`src/rtl/ac3sf_pkg.sv`:
```
// Shared types, status codes and frame-size table for the AC-3 sync-frame deframer.
`default_nettype none

package ac3sf_pkg;

    // Input word: one stream byte or an end marker
    typedef struct packed {
        logic [7:0] data_byte;
        logic       stream_end;
    } in_word_t;

    // Output word: one frame byte or one status report
    typedef struct packed {
        logic [7:0]  out_byte;
        logic [2:0]  status;
        logic        frame_start;
        logic        frame_end;
        logic [11:0] frame_bytes;
        logic        last_in_run;
    } out_word_t;

    // Header check result handed from the checker to the top level
    typedef struct packed {
        logic [2:0]  status;
        logic [11:0] len;
    } hdr_chk_t;

    // Status codes
    localparam logic [2:0] ST_FRAME    = 3'd0;
    localparam logic [2:0] ST_BAD_SYNC = 3'd1;
    localparam logic [2:0] ST_BAD_RATE = 3'd2;
    localparam logic [2:0] ST_BAD_SIZE = 3'd3;
    localparam logic [2:0] ST_TRUNC    = 3'd4;
    localparam logic [2:0] ST_END      = 3'd5;

    // Header constants
    localparam logic [7:0] SYNC_HI      = 8'h0B;
    localparam logic [7:0] SYNC_LO      = 8'h77;
    localparam logic [1:0] RATE_BAD     = 2'd3;
    localparam logic [1:0] RATE_44K     = 2'd1;
    localparam logic [5:0] SIZE_CODE_MAX = 6'd37;
    localparam int         HDR_LEN      = 5;
    localparam logic [2:0] HDR_LEN_W    = 3'(HDR_LEN);
    localparam logic [2:0] HDR_HELD     = 3'(HDR_LEN - 1);

    // Frame length in 16-bit words by size-code pair and rate code
    function automatic logic [10:0] frame_words(input logic [4:0] idx, input logic [1:0] rate);
        logic [10:0] w48;
        logic [10:0] w44;
        logic [10:0] w32;
        begin
            case (idx)
                5'd0:    begin w48 = 11'd64;   w44 = 11'd69;   w32 = 11'd96;   end
                5'd1:    begin w48 = 11'd80;   w44 = 11'd87;   w32 = 11'd120;  end
                5'd2:    begin w48 = 11'd96;   w44 = 11'd104;  w32 = 11'd144;  end
                5'd3:    begin w48 = 11'd112;  w44 = 11'd121;  w32 = 11'd168;  end
                5'd4:    begin w48 = 11'd128;  w44 = 11'd139;  w32 = 11'd192;  end
                5'd5:    begin w48 = 11'd160;  w44 = 11'd174;  w32 = 11'd240;  end
                5'd6:    begin w48 = 11'd192;  w44 = 11'd208;  w32 = 11'd288;  end
                5'd7:    begin w48 = 11'd224;  w44 = 11'd243;  w32 = 11'd336;  end
                5'd8:    begin w48 = 11'd256;  w44 = 11'd278;  w32 = 11'd384;  end
                5'd9:    begin w48 = 11'd320;  w44 = 11'd348;  w32 = 11'd480;  end
                5'd10:   begin w48 = 11'd384;  w44 = 11'd417;  w32 = 11'd576;  end
                5'd11:   begin w48 = 11'd448;  w44 = 11'd487;  w32 = 11'd672;  end
                5'd12:   begin w48 = 11'd512;  w44 = 11'd557;  w32 = 11'd768;  end
                5'd13:   begin w48 = 11'd640;  w44 = 11'd696;  w32 = 11'd960;  end
                5'd14:   begin w48 = 11'd768;  w44 = 11'd835;  w32 = 11'd1152; end
                5'd15:   begin w48 = 11'd896;  w44 = 11'd975;  w32 = 11'd1344; end
                5'd16:   begin w48 = 11'd1024; w44 = 11'd1114; w32 = 11'd1536; end
                5'd17:   begin w48 = 11'd1152; w44 = 11'd1253; w32 = 11'd1728; end
                5'd18:   begin w48 = 11'd1280; w44 = 11'd1393; w32 = 11'd1920; end
                default: begin w48 = 11'd0;    w44 = 11'd0;    w32 = 11'd0;    end
            endcase
            case (rate)
                2'd0:    frame_words = w48;
                2'd1:    frame_words = w44;
                2'd2:    frame_words = w32;
                default: frame_words = 11'd0;
            endcase
        end
    endfunction

endpackage

`default_nettype wire

```
`src/rtl/ac3sf_hdr_check.sv`:
```
// Header check and frame-length lookup for one five-byte sync header.
`default_nettype none

module ac3sf_hdr_check (
    input  wire logic [7:0]        hdr0,
    input  wire logic [7:0]        hdr1,
    input  wire logic [7:0]        hdr4,
    output ac3sf_pkg::hdr_chk_t    chk
);
    import ac3sf_pkg::*;

    logic [1:0]  rate;
    logic [5:0]  code;
    logic [10:0] words;
    logic [11:0] len_bytes;

    assign rate = hdr4[7:6];
    assign code = hdr4[5:0];

    // Table lookup, one extra word at 44.1 kHz for odd codes, then bytes
    always_comb
    begin
        words = frame_words(code[5:1], rate);
        if (rate == RATE_44K)
        begin
            words = words + {10'd0, code[0]};
        end
        len_bytes = {words, 1'b0};
    end

    // Checks in priority order: sync, rate, size
    always_comb
    begin
        chk.len = 12'd0;
        if (hdr0 != SYNC_HI || hdr1 != SYNC_LO)
        begin
            chk.status = ST_BAD_SYNC;
        end
        else if (rate == RATE_BAD)
        begin
            chk.status = ST_BAD_RATE;
        end
        else if (code > SIZE_CODE_MAX)
        begin
            chk.status = ST_BAD_SIZE;
        end
        else
        begin
            chk.status = ST_FRAME;
            chk.len    = len_bytes;
        end
    end

endmodule

`default_nettype wire

```
`src/rtl/ac3_syncframe_deframer.sv`:
```
// Top level of the AC-3 sync-frame deframer: header capture, burst and pass-through.
//
//  channel | direction | handshake            | word
//  --------+-----------+----------------------+------------------------------
//  in      | sink      | in_valid / in_ready  | in_data  (data_byte, stream_end)
//  out     | source    | out_valid / out_ready| out_data (byte, status, marks, length)
//
// One input word per cycle while in_ready is high; each result is registered in the output
// register when its word is accepted. A good header gives five results; in_ready stays low
// while the output register drains the header run.
// Reset (rst_n low, asynchronous) clears header count, frame counters and output valid.
// in_ready follows the output register: a stalled result holds in_ready low, also for
// header bytes that give no result.
`default_nettype none

module ac3_syncframe_deframer (
    input  wire logic                  clk,
    input  wire logic                  rst_n,
    input  wire logic                  in_valid,
    output logic                       in_ready,
    input  wire ac3sf_pkg::in_word_t   in_data,
    output logic                       out_valid,
    input  wire logic                  out_ready,
    output ac3sf_pkg::out_word_t       out_data
);
    import ac3sf_pkg::*;

    // State
    logic [7:0]  hdr_store_reg [4];
    logic [2:0]  hdr_count_reg;
    logic [2:0]  hdr_count_next;
    logic [11:0] bytes_left_reg;
    logic [11:0] bytes_left_next;
    logic [11:0] cur_len_reg;
    logic [11:0] cur_len_next;
    logic [7:0]  fifth_reg;
    logic [2:0]  burst_cnt_reg;
    logic [2:0]  burst_cnt_next;
    logic        out_valid_reg;
    logic        out_valid_next;
    out_word_t   out_word_reg;
    out_word_t   out_word_next;

    logic        in_fire;
    logic        out_fire;
    logic        store_we;
    logic        fifth_we;
    hdr_chk_t    chk;
    logic [2:0]  burst_pos;
    logic [7:0]  burst_byte;

    assign in_fire   = in_valid && in_ready;
    assign out_fire  = out_valid_reg && out_ready;
    assign in_ready  = (burst_cnt_reg == 3'd0) && (!out_valid_reg || out_ready);
    assign out_valid = out_valid_reg;
    assign out_data  = out_word_reg;

    // Header check on the held bytes plus the incoming fifth byte
    ac3sf_hdr_check u_hdr_check (
        .hdr0 (hdr_store_reg[0]),
        .hdr1 (hdr_store_reg[1]),
        .hdr4 (in_data.data_byte),
        .chk  (chk)
    );

    // Next byte of the header run
    assign burst_pos  = HDR_LEN_W - burst_cnt_reg;
    assign burst_byte = (burst_pos == HDR_HELD) ? fifth_reg : hdr_store_reg[burst_pos[1:0]];

    // Next-state logic
    always_comb
    begin
        hdr_count_next  = hdr_count_reg;
        bytes_left_next = bytes_left_reg;
        cur_len_next    = cur_len_reg;
        burst_cnt_next  = burst_cnt_reg;
        out_valid_next  = out_valid_reg && !out_ready;
        out_word_next   = out_word_reg;
        store_we        = 1'b0;
        fifth_we        = 1'b0;

        if (in_fire)
        begin
            if (in_data.stream_end)
            begin
                out_valid_next            = 1'b1;
                out_word_next             = '0;
                out_word_next.status      = (hdr_count_reg == 3'd0 && bytes_left_reg == 12'd0)
                                            ? ST_END : ST_TRUNC;
                out_word_next.last_in_run = 1'b1;
                hdr_count_next            = 3'd0;
                bytes_left_next           = 12'd0;
                cur_len_next              = 12'd0;
            end
            else if (bytes_left_reg != 12'd0)
            begin
                // Frame body pass-through
                out_valid_next            = 1'b1;
                out_word_next.out_byte    = in_data.data_byte;
                out_word_next.status      = ST_FRAME;
                out_word_next.frame_start = 1'b0;
                out_word_next.frame_end   = (bytes_left_reg == 12'd1);
                out_word_next.frame_bytes = cur_len_reg;
                out_word_next.last_in_run = 1'b1;
                bytes_left_next           = bytes_left_reg - 12'd1;
                if (bytes_left_reg == 12'd1)
                begin
                    cur_len_next = 12'd0;
                end
            end
            else if (hdr_count_reg < HDR_HELD)
            begin
                // Hold a header byte, no result
                store_we       = 1'b1;
                hdr_count_next = hdr_count_reg + 3'd1;
            end
            else
            begin
                hdr_count_next = 3'd0;
                out_valid_next = 1'b1;
                if (chk.status != ST_FRAME)
                begin
                    out_word_next             = '0;
                    out_word_next.status      = chk.status;
                    out_word_next.last_in_run = 1'b1;
                end
                else
                begin
                    // Good header: first result now, four more from the burst counter
                    fifth_we                  = 1'b1;
                    cur_len_next              = chk.len;
                    bytes_left_next           = chk.len - 12'(HDR_LEN);
                    burst_cnt_next            = HDR_HELD;
                    out_word_next.out_byte    = hdr_store_reg[0];
                    out_word_next.status      = ST_FRAME;
                    out_word_next.frame_start = 1'b1;
                    out_word_next.frame_end   = 1'b0;
                    out_word_next.frame_bytes = chk.len;
                    out_word_next.last_in_run = 1'b0;
                end
            end
        end
        else if (out_fire && burst_cnt_reg != 3'd0)
        begin
            // Header run: advance one byte per accepted result
            out_valid_next            = 1'b1;
            out_word_next.out_byte    = burst_byte;
            out_word_next.frame_start = 1'b0;
            out_word_next.last_in_run = (burst_cnt_reg == 3'd1);
            burst_cnt_next            = burst_cnt_reg - 3'd1;
        end
    end

    // Control registers
    always_ff @(posedge clk or negedge rst_n)
    begin
        if (!rst_n)
        begin
            hdr_count_reg  <= 3'd0;
            bytes_left_reg <= 12'd0;
            cur_len_reg    <= 12'd0;
            burst_cnt_reg  <= 3'd0;
            out_valid_reg  <= 1'b0;
        end
        else
        begin
            hdr_count_reg  <= hdr_count_next;
            bytes_left_reg <= bytes_left_next;
            cur_len_reg    <= cur_len_next;
            burst_cnt_reg  <= burst_cnt_next;
            out_valid_reg  <= out_valid_next;
        end
    end

    // Payload registers
    always_ff @(posedge clk)
    begin
        out_word_reg <= out_word_next;
        if (store_we)
        begin
            hdr_store_reg[hdr_count_reg[1:0]] <= in_data.data_byte;
        end
        if (fifth_we)
        begin
            fifth_reg <= in_data.data_byte;
        end
    end

`ifndef SYNTH
    // No new word is taken while the header run drains
    a_no_accept_in_burst: assert property (@(posedge clk) disable iff (!rst_n)
        (burst_cnt_reg != 3'd0) |-> !in_ready)
        else $error("input accepted during header run");

    // A pending header run always has a result on the output
    a_burst_has_output: assert property (@(posedge clk) disable iff (!rst_n)
        (burst_cnt_reg != 3'd0) |-> out_valid_reg)
        else $error("header run without valid output");

    // The final byte of the header run closes the run
    a_burst_last: assert property (@(posedge clk) disable iff (!rst_n)
        (out_fire && burst_cnt_reg == 3'd1) |=> (out_valid_reg && out_word_reg.last_in_run))
        else $error("header run not closed by last_in_run");

    // Header capture and frame body never overlap
    a_body_no_header: assert property (@(posedge clk) disable iff (!rst_n)
        (bytes_left_reg != 12'd0) |-> (hdr_count_reg == 3'd0))
        else $error("header bytes held inside a frame body");
`endif

endmodule

`default_nettype wire

```
`config.mk`:
```
export PLATFORM = sky130hd
export DESIGN_NAME = ac3_syncframe_deframer
export DESIGN_NICKNAME = d
export VERILOG_FILES = /design/src/rtl/ac3sf_pkg.sv /design/src/rtl/ac3sf_hdr_check.sv /design/src/rtl/ac3_syncframe_deframer.sv
export SDC_FILE = /design/constraint.sdc
export NUM_CORES = 1
export LEC_CHECK = 0
export ABC_CLOCK_PERIOD_IN_PS = 4080
export BUFFER_PORTS_ARGS = -buffer_cell sky130_fd_sc_hd__buf_2
export CAP_MARGIN = 10
export CELL_PAD_IN_SITES_DETAIL_PLACEMENT = 0
export CELL_PAD_IN_SITES_GLOBAL_PLACEMENT = 2
export CORE_UTILIZATION = 41
export DETAILED_ROUTE_END_ITERATION = 6
export PLACE_DENSITY = 0.89
export RECOVER_POWER = 100
export SYNTH_ARGS = -nofsm -noshare
export SYNTH_HDL_FRONTEND = slang
export SYNTH_HIERARCHICAL = 1
export SYNTH_SLANG_ARGS = --single-unit
```
`constraint.sdc`:
```
create_clock -name clk -period 4.08 [get_ports clk]
set_clock_uncertainty 0.1 [all_clocks]
set_input_delay 0.816 -clock clk [delete_from_list [all_inputs] [get_ports clk]]
set_output_delay 0.816 -clock clk [all_outputs]
set_load 0.05 [all_outputs]
```
# After elaboration in Yosys (flattened, before gate mapping)
# Memory sizes are Yosys's and may differ from the RTL's.
# Cells that the tools add are included.
[totals]
reg_bits = 65
ramBits = 32
rom_bits = 832
in_bits = 13
out_inout_bits = 28
wordCells = 117
n_memories = 2
[memory_table]
columns = ["memory", "words", "word_bits", "rd", "rd_clocked_by_memory_dff", "wr", "line", "text"]
rows = [
  ["(no name shown)", 32, 26, 1, 0, 0, "ac3sf_pkg.sv:52", "case (idx)"],
  ["hdr_store_reg", 4, 8, 3, 0, 1, "ac3_syncframe_deframer.sv:29", "logic [7:0] hdr_store_reg [4];"],
]
[op_classes]
addsub = 6
n_lt_le_gt_ge = 2
n_eq_ne = 17
muxes = 54
reduce_logical = 24
[ops]
columns = ["op", "n"]
rows = [
  ["$mux W12", 12],
  ["$mux W26", 4],
  ["$mux W3", 11],
  ["$pmux W11 S3", 1],
  ["$mux W8", 3],
  ["$mux W1", 21],
  ["$eq A12 B1 Y1 const B", 1],
  ["$logic_not A12 Y1", 1],
  ["$reduce_bool A12 Y1", 1],
  ["$sub A12 B1 Y12 const B", 1],
  ["$sub A12 B3 Y12 const B", 1],
  ["$add A11 B1 Y11", 1],
  ["$mux W11", 1],
  ["$ne A2 B2 Y1 const B", 5],
  ["$ne A8 B4 Y1 const B", 1],
  ["$ne A8 B7 Y1 const B", 1],
  ["$gt A6 B6 Y1 const B", 1],
  ["$logic_and A1 B1 Y1", 6],
  ["$logic_not A3 Y1", 2],
  ["$ne A3 B3 Y1 const B", 2],
  ["$reduce_and A2 Y1", 3],
  ["$reduce_bool A3 Y1", 2],
  ["$reduce_and A5 Y1", 1],
  ["$eq A2 B2 Y1 const B", 2],
  ["other kinds (16)", 18],
]

# Longest topological paths before layout
# Gate-level depths: netlist (run 1).
[depth]
ltp_word = 12
mapped_depth = 17
depth_no_buf = 17

# Modules after synthesis
# Netlist (run 1), hierarchy kept.
[modules_own_cells]
columns = ["mod", "n_inst", "cells_each", "area_each_um2", "seq_area_each_um2"]
rows = [
  ["ac3_syncframe_deframer", 1, 358, 4785.8, 2757.6],
  ["ac3sf_hdr_check", 1, 173, 1203.7, 0.0],
]

# Worst setup path after synthesis (run 1)
# No wires, ideal clock.
[synth_timing]
kind = "input to register"
start = "in in_data[2] (netlist bit)"
end = "reg bytes_left_reg[10]"
setup_ps = 96
t_arrival_ps = 3859
required_ps = 3884
setup_slack_ps = 25
cell_stages = 16
path_buffers = 0
cell_sequence = "inv_1 -> ha_1 -> mux4_2 -> o21ai_0 -> and2_1 -> ha_1 -> ha_1 -> inv_1 -> a211oi_1 -> and3_1 -> nor3_1 -> nor4_1 -> and4bb_2 -> xor2_1 -> nor2_1 -> o31ai_1"
[synth_lines]
columns = ["element", "line", "text"]
rows = [
  ["start, declared", "ac3_syncframe_deframer.sv:21", "input wire ac3sf_pkg::in_word_t in_data,"],
  ["end signal, assigned", "ac3_syncframe_deframer.sv:168", "bytes_left_reg <= bytes_left_next;"],
  ["end, declared", "ac3_syncframe_deframer.sv:32", "logic [11:0] bytes_left_reg;"],
]

==> results of run 1 <==
-- path summary, 6_finish.rpt --
kind,slack (ns),end,startpoint,depth (start not counted)
min reg2reg,0.40,cur_len_reg[3],cur_len_reg[3],1
max in group asynchronous,1.99,cur_len_reg[6],rst_n,1
max,0.26,bytes_left_reg[11],in_data[2],19
min,0.40,cur_len_reg[3],cur_len_reg[3],1
max reg2reg,0.38,hdr_store_reg[3][1],bytes_left_reg[7],4
min in group asynchronous,0.84,bytes_left_reg[2],rst_n,1
-- power by group --
| group | internal [mW] | switching (mW) |
|---|---|---|
| combinational | 0.533 | 1.03 |
| sequential | 1.24 | 0.181 |
| clock | 0.475 | 0.374 |
| total | 2.24 | 1.58 |
-- timing repair --
item	4_1_cts	5_1_grt
buffers inserted	0	1
setup endpoints to repair	0	4
resized for setup	0	2
-- layout make-up --
class	instances	area share (%)
multi-input combinational	387	43.2
sequential	97	40.8
timing repair buffer	88	7.26
clock buffer	9	3.33
tap	180	3.33
clock inverter	7	1.02
inverter	18	1.00
-- layer usage --
metal  global-route usage (%)  wire length [um]  vias to the layer above
met5                        0                 0                        -
met4                     5.18               200                        0
met3                     3.11               711                       14
met2                     34.8              7160                      140
met1                     28.7              6790                     2268
li1                         -                 -                     2175
-- metrics by stage --
step / worst slack, ns / util [%] / area, um2 / total power, mW / hold slack (ns)
after floorplan: 0.0251 / - / 5990 / 2.73 / 0.366
after global placement: -0.0533 / 47.0 / 6600 / 3.05 / 0.384
after detailed placement: -0.178 / 47.0 / 6600 / 3.09 / 0.388
after CTS: 0.188 / 49.1 / 6890 / 3.93 / 0.406
after global routing: -0.0478 / 48.1 / 6760 / 4.05 / 0.418
final: 0.262 / 48.1 / 6760 / 3.83 / 0.405
-- cells by family (layout without fill, tap and decap cells) --
logic type | after synthesis | count (layout) | synth area share (%)
adder cells (fa/ha/maj) | 22 | 22 | 4.60
AND/OR/NAND/NOR | 175 | 175 | 17.7
buffers and inverters | 48 | 122 | 4.07
multiplexers | 22 | 22 | 5.64
AO/OA/AOI/OAI | 152 | 152 | 19.8
flip-flops | 97 | 97 | 46.0
other | 1 | 2 | 0.0626
XOR/XNOR | 14 | 14 | 2.05
-- placed cells by master (no fill, tap or decap), types with 4 or more instances in the layout --
cell type	count
edfxtp_1	66
clkbuf_1	40
buf_4	39
nand2_1	32
dfrtp_1	31
nor2_1	26
o21ai_0	26
a22o_1	25
ha_1	22
a21oi_1	21
inv_1	17
nand3_1	15
nor3_1	12
nor2b_1	9
mux4_2	9
mux2i_1	9
and2_1	9
o21ai_1	9
clkbuf_16	9
nor4_1	8
nand2b_1	8
and3_1	8
o31ai_1	8
xnor2_1	7
a221oi_1	7
xor2_1	7
buf_2	7
a21oi_2	6
nor3b_1	6
a21boi_0	5
and2_0	4
or4_1	4
a211oi_1	4
==> results.tsv, run 1 <==
metric	value	unit
area grow syn2layout	12.8	%
# H-tree levels	3	
post-route DRC violation count	0	
failing checks	max-capacitance violations, max-slew violations	
global-route congestion overflow total	0	
clock sink total	97	
maximum number of pins on one net before global-route repair	32	
share of layout cells above drive strength 1	17.5	%
Crit path buffers/inverters	4	
count of nets left with antenna violations after detail routing	0	
Power Density	567	nW/um2
top cell type by total area after synthesis	edfxtp_1	
leading cell types by total area after synthesis	edfxtp_1 (33%), dfrtp_1 (13%), ha_1 (4.6%)	
total number of yosys warnings	6	
master cell of the clock root buffer	clkbuf_16	
total wire length after detailed routing	14900	um
Max Freq	262	MHz
FILL cells	1294	
Register Area	2760	um2
HPWL Detailed	10500	um
shortest clock period the worst path allows after layout	3.82	ns
master of the slowest instance on the critical path	mux4_2	
number of unique standard cell types used by synthesis	86	
wire length per cell after detailed routing	18.9	um
largest incremental delay on the critical path	0.47	ns
Top Family by Delay on Critical Path	simple AND/OR/NAND/NOR gates	
Slew HR	-19.5	%
fin crit share	93.6	%
CP Cell Sequence	buf_2, inv_1, ha_1, mux4_2, o21ai_0, and2_1, ha_1, ha_1, inv_1, a211oi_2, and4_2, xnor2_1, nor2_1, nor2_1, buf_4, nand3_1, nor3_1, xnor2_1, o21ai_0	
vertical extent of the die	123	um
crit path launch type	input port	
CTS tree	done	
most repeated cell in the gate-level netlist after synthesis	edfxtp_1	
number of flip-flops in the largest register	32	
number of instances in the synthesized netlist	531	
count of hold buffers inserted by post-cts repair	0	
initial standard-cell utilization of the core	42.7	%
Initial DRC Count	440	
proportion of synthesized chip area in sequential cells	46.0	%
# Max-Cap Violations	1	
Main synth FF type	edfxtp_1	
clock latency on the worst-skew pair	0.35	ns
final RePlAce weighted congestion	0.864	
synth cell count leaders	edfxtp_1 (66), nand2_1 (32), dfrtp_1 (31), nor2_1 (26), a22o_1 (25)	
Max Buffers Root-to-Sink	2	
Num CTS Buffers	9	
type of the setup path with the least slack	in -> reg	
post-synthesis average cell area	11.3	um2
Nets	636	
asr flop ratio synth	32.0	%
total number of vias	4597	
count of standard-cell rows	43	
Seq cells post-synth	97	
library cell appearing most often on the critical path	ha_1	
path type of the worst min-delay path	reg -> reg	
total die area	15100	um2
number of slew-limit violations in the final report	32	
count of placed standard cells in the final layout, fillers left out	786	
nature of the critical path endpoint	flop	
placed instance count	769	
IR drop worst, VDD	293	uV
number of top-level pins	41	
number of synthesized flops with an enable pin	66	
Detailed Routing Iterations Pass 1	5	
area occupied by multi-input gates	2920	um2
Static Leak	2.60	nW
die width	123	um
Final Setup Violations	0	
Max Fanout on Critical Path	4	
pin slew with the least headroom to its limit	1.79	ns
post-synthesis instance area	5990	um2
port buffer count	40	
post-synth top area share	33.1	%
Setup TNS	0	ns
initial antenna violation count	0	
antenna diode instance count	0	
wire length of the first global-routing pass	24100	um
result of the run	finished with violations	
Clock transition at path regs	0.07	ns
required time of the critical path	4.20	ns
aggregate global-route resource usage	21.0	%
number of global-route vias before repair	4389	
hold violation count in the final report	0	
post-detailed-route via-to-cell ratio	5.85	
signal arrival time at the worst endpoint	3.93	ns
Core Footprint	14000	um2
Power figures use the tool's default switching activity.
==> run 2, diff against run 1 <==
==> constraint.sdc (replaced) <==
create_clock -name clk -period 4.08 [get_ports clk]
set_clock_uncertainty 0.1 [all_clocks]
set_input_delay 0.408 -clock clk [delete_from_list [all_inputs] [get_ports clk]]
set_output_delay 0.408 -clock clk [all_outputs]
set_load 0.05 [all_outputs]
==> run 2 against run 1 <==
Compared with the run above: the flow still finishes with violations (max-capacitance violations, max-slew violations); count of clock-buffer cells in the layout unchanged; sequential cell count did not move; clock power increased by 10%; fmax fell by 0.60%; worst hold slack worse by 0.14 ns; power is 1.8% higher; non-clock buffer count shrank 26; sequential share of layout area up 1.2 points; critical path depth is 15 lower; combinational power about the same; utilization shrank 1.3 points; design area shrank 2.7%; critical endpoint is now hdr_store_reg[3][2]; largest power group unchanged.
==> results.tsv, run 2 (synthesis results as in run 1) <==
metric	value	unit
result of the run	finished with violations	
post-route DRC violation count	0	
final RePlAce weighted congestion	0.864	
clock sink total	97	
smallest hold slack	0.263	ns
Max Freq	260	MHz
signal arrival time at the worst endpoint	3.72	ns
number of top-level pins	41	
total number of vias	4498	
Core Footprint	14000	um2
fin crit share	94.2	%
unrepaired setup endpoints after global routing	no	
# Max-Cap Violations	2	
nature of the critical path endpoint	flop	
path type of the worst min-delay path	in -> reg	
post-placement worst setup slack	0.122	ns
shortest clock period the worst path allows after layout	3.84	ns
portion of total power attributed to sequential cells	36.2	%
antenna diode instance count	0	
global-route congestion overflow total	0	
initial standard-cell utilization of the core	42.7	%
total die area	15100	um2
Num CTS Buffers	9	
initial antenna violation count	0	
Clock transition at path regs	0.07	ns
Max Buffers Root-to-Sink	2	
crit path launch type	flop	
global-route track usage on met1	29.8	%
IR drop worst, VDD	205	uV
area grow syn2layout	9.71	%
count of standard-cell rows	43	
number of slew-limit violations in the final report	32	
internal power summed over all cells	2.30	mW
combinational share of power	39.8	%
Register Area	2760	um2
number of buffers inserted by post-CTS setup repair	0	
Static Leak	2.49	nW
die width	123	um
CTS tree	done	
Final Setup Violations	0	
failing checks	max-capacitance violations, max-slew violations	
total wire length after detailed routing	14700	um
port buffer count	40	
PnR worst setup slack	0.238	ns
FILL cells	1293	
Power Density	593	nW/um2
most used cells in the layout excluding fill and tap cells	edfxtp_1 (66), clkbuf_1 (38), nand2_1 (32)	
# H-tree levels	3	
Hold Path Stages	4	
Max Fanout on Critical Path	9	
Setup TNS	0	ns
clock latency on the worst-skew pair	0.35	ns
pin slew with the least headroom to its limit	1.87	ns
switching power	1.59	mW
HPWL Detailed	10100	um
number of global-route vias before repair	4357	
area occupied by multi-input gates	2890	um2
Nets	610	
Initial DRC Count	376	
most common cell after layout, fill and taps aside	edfxtp_1	
required time of the critical path	3.96	ns
final standard cell utilization of the core	46.8	%
aggregate global-route resource usage	20.8	%
Slew HR	-24.5	%
global-route met3 utilization	3.30	%
count of nets left with antenna violations after detail routing	0	
grt peak-use layer	met2	
part of the power in the clock network	24.0	%
type of the setup path with the least slack	reg -> reg	
share of layout cells above drive strength 1	13.8	%
Detailed Routing Iterations Pass 1	5	
wire length per cell after detailed routing	19.3	um
maximum number of pins on one net before global-route repair	32	
hold violation count in the final report	0	
met2 usage	31.8	%
Switching Share	40.8	%
number of flip-flops in the largest register	32	
reg2reg path depth	4	
master cell of the clock root buffer	clkbuf_16	
post-detailed-route via-to-cell ratio	5.92	
vertical extent of the die	123	um
wire length of the first global-routing pass	23700	um
==> run 2: what timing repair did <==
action | in CTS | in global routing
endpoints found under the setup margin | 0 | 1
resized for setup | 0 | 1
hold buffers | 0 | 0
==> run 2: worst paths after layout <==
check / startpoint / endpoint / slack (ns)
worst max register to register: bytes_left_reg[7] / hdr_store_reg[3][2] / 0.24
worst min register to register: cur_len_reg[11] / cur_len_reg[11] / 0.40
worst max-delay path: bytes_left_reg[7] / hdr_store_reg[3][2] / 0.24
worst min-delay path: out_ready / out_valid / 0.26
min in group asynchronous: rst_n / bytes_left_reg[2] / 0.46
max in group asynchronous: rst_n / hdr_count_reg[1] / 2.33
==> run 2: power groups by stage <==
stage / Sequential [mW] / Clock, mW / Combinational (mW)
2_1_floorplan: 1.59 / 0 / 1.13
3_3_place_gp: 1.43 / 0 / 1.60
3_5_place_dp: 1.44 / 0 / 1.63
4_1_cts: 1.42 / 0.951 / 1.63
5_1_grt: 1.44 / 0.990 / 1.70
6_report: 1.41 / 0.935 / 1.55
==> run 2: critical path, cell delays in order (launching register included) <==
cell and delay (ns):
dfrtp_1 0.43, nor4_1 1.17, nand4_2 0.49, nor4_1 0.62, and2_0 0.67
==> run 2: final cells by class <==
cell class	instances	area share (%)
Tap cell	180	3.43
Multi-Input combinational cell	387	44.0
Inverter	18	1.03
Sequential cell	97	42.0
Clock inverter	7	1.50
Clock buffer	9	3.43
Timing Repair Buffer	62	4.61
==> run 2: per-stage QoR <==
step | instances | area (um2) | total power, mW
floorplan | 532 | 5990 | 2.73
global placement | 744 | 6410 | 3.03
detailed placement | 744 | 6410 | 3.07
CTS | 760 | 6730 | 4.00
global route | 760 | 6570 | 4.13
finish | 760 | 6570 | 3.90
==> run 2: metal layers <==
| metal | vias to the layer above | wire (um) |
|---|---|---|
| met1 | 2224 | 6910 |
| met4 | 0 | 279 |
| li1 | 2129 | - |
| met3 | 19 | 765 |
| met5 | - | 0 |
| met2 | 126 | 6740 |
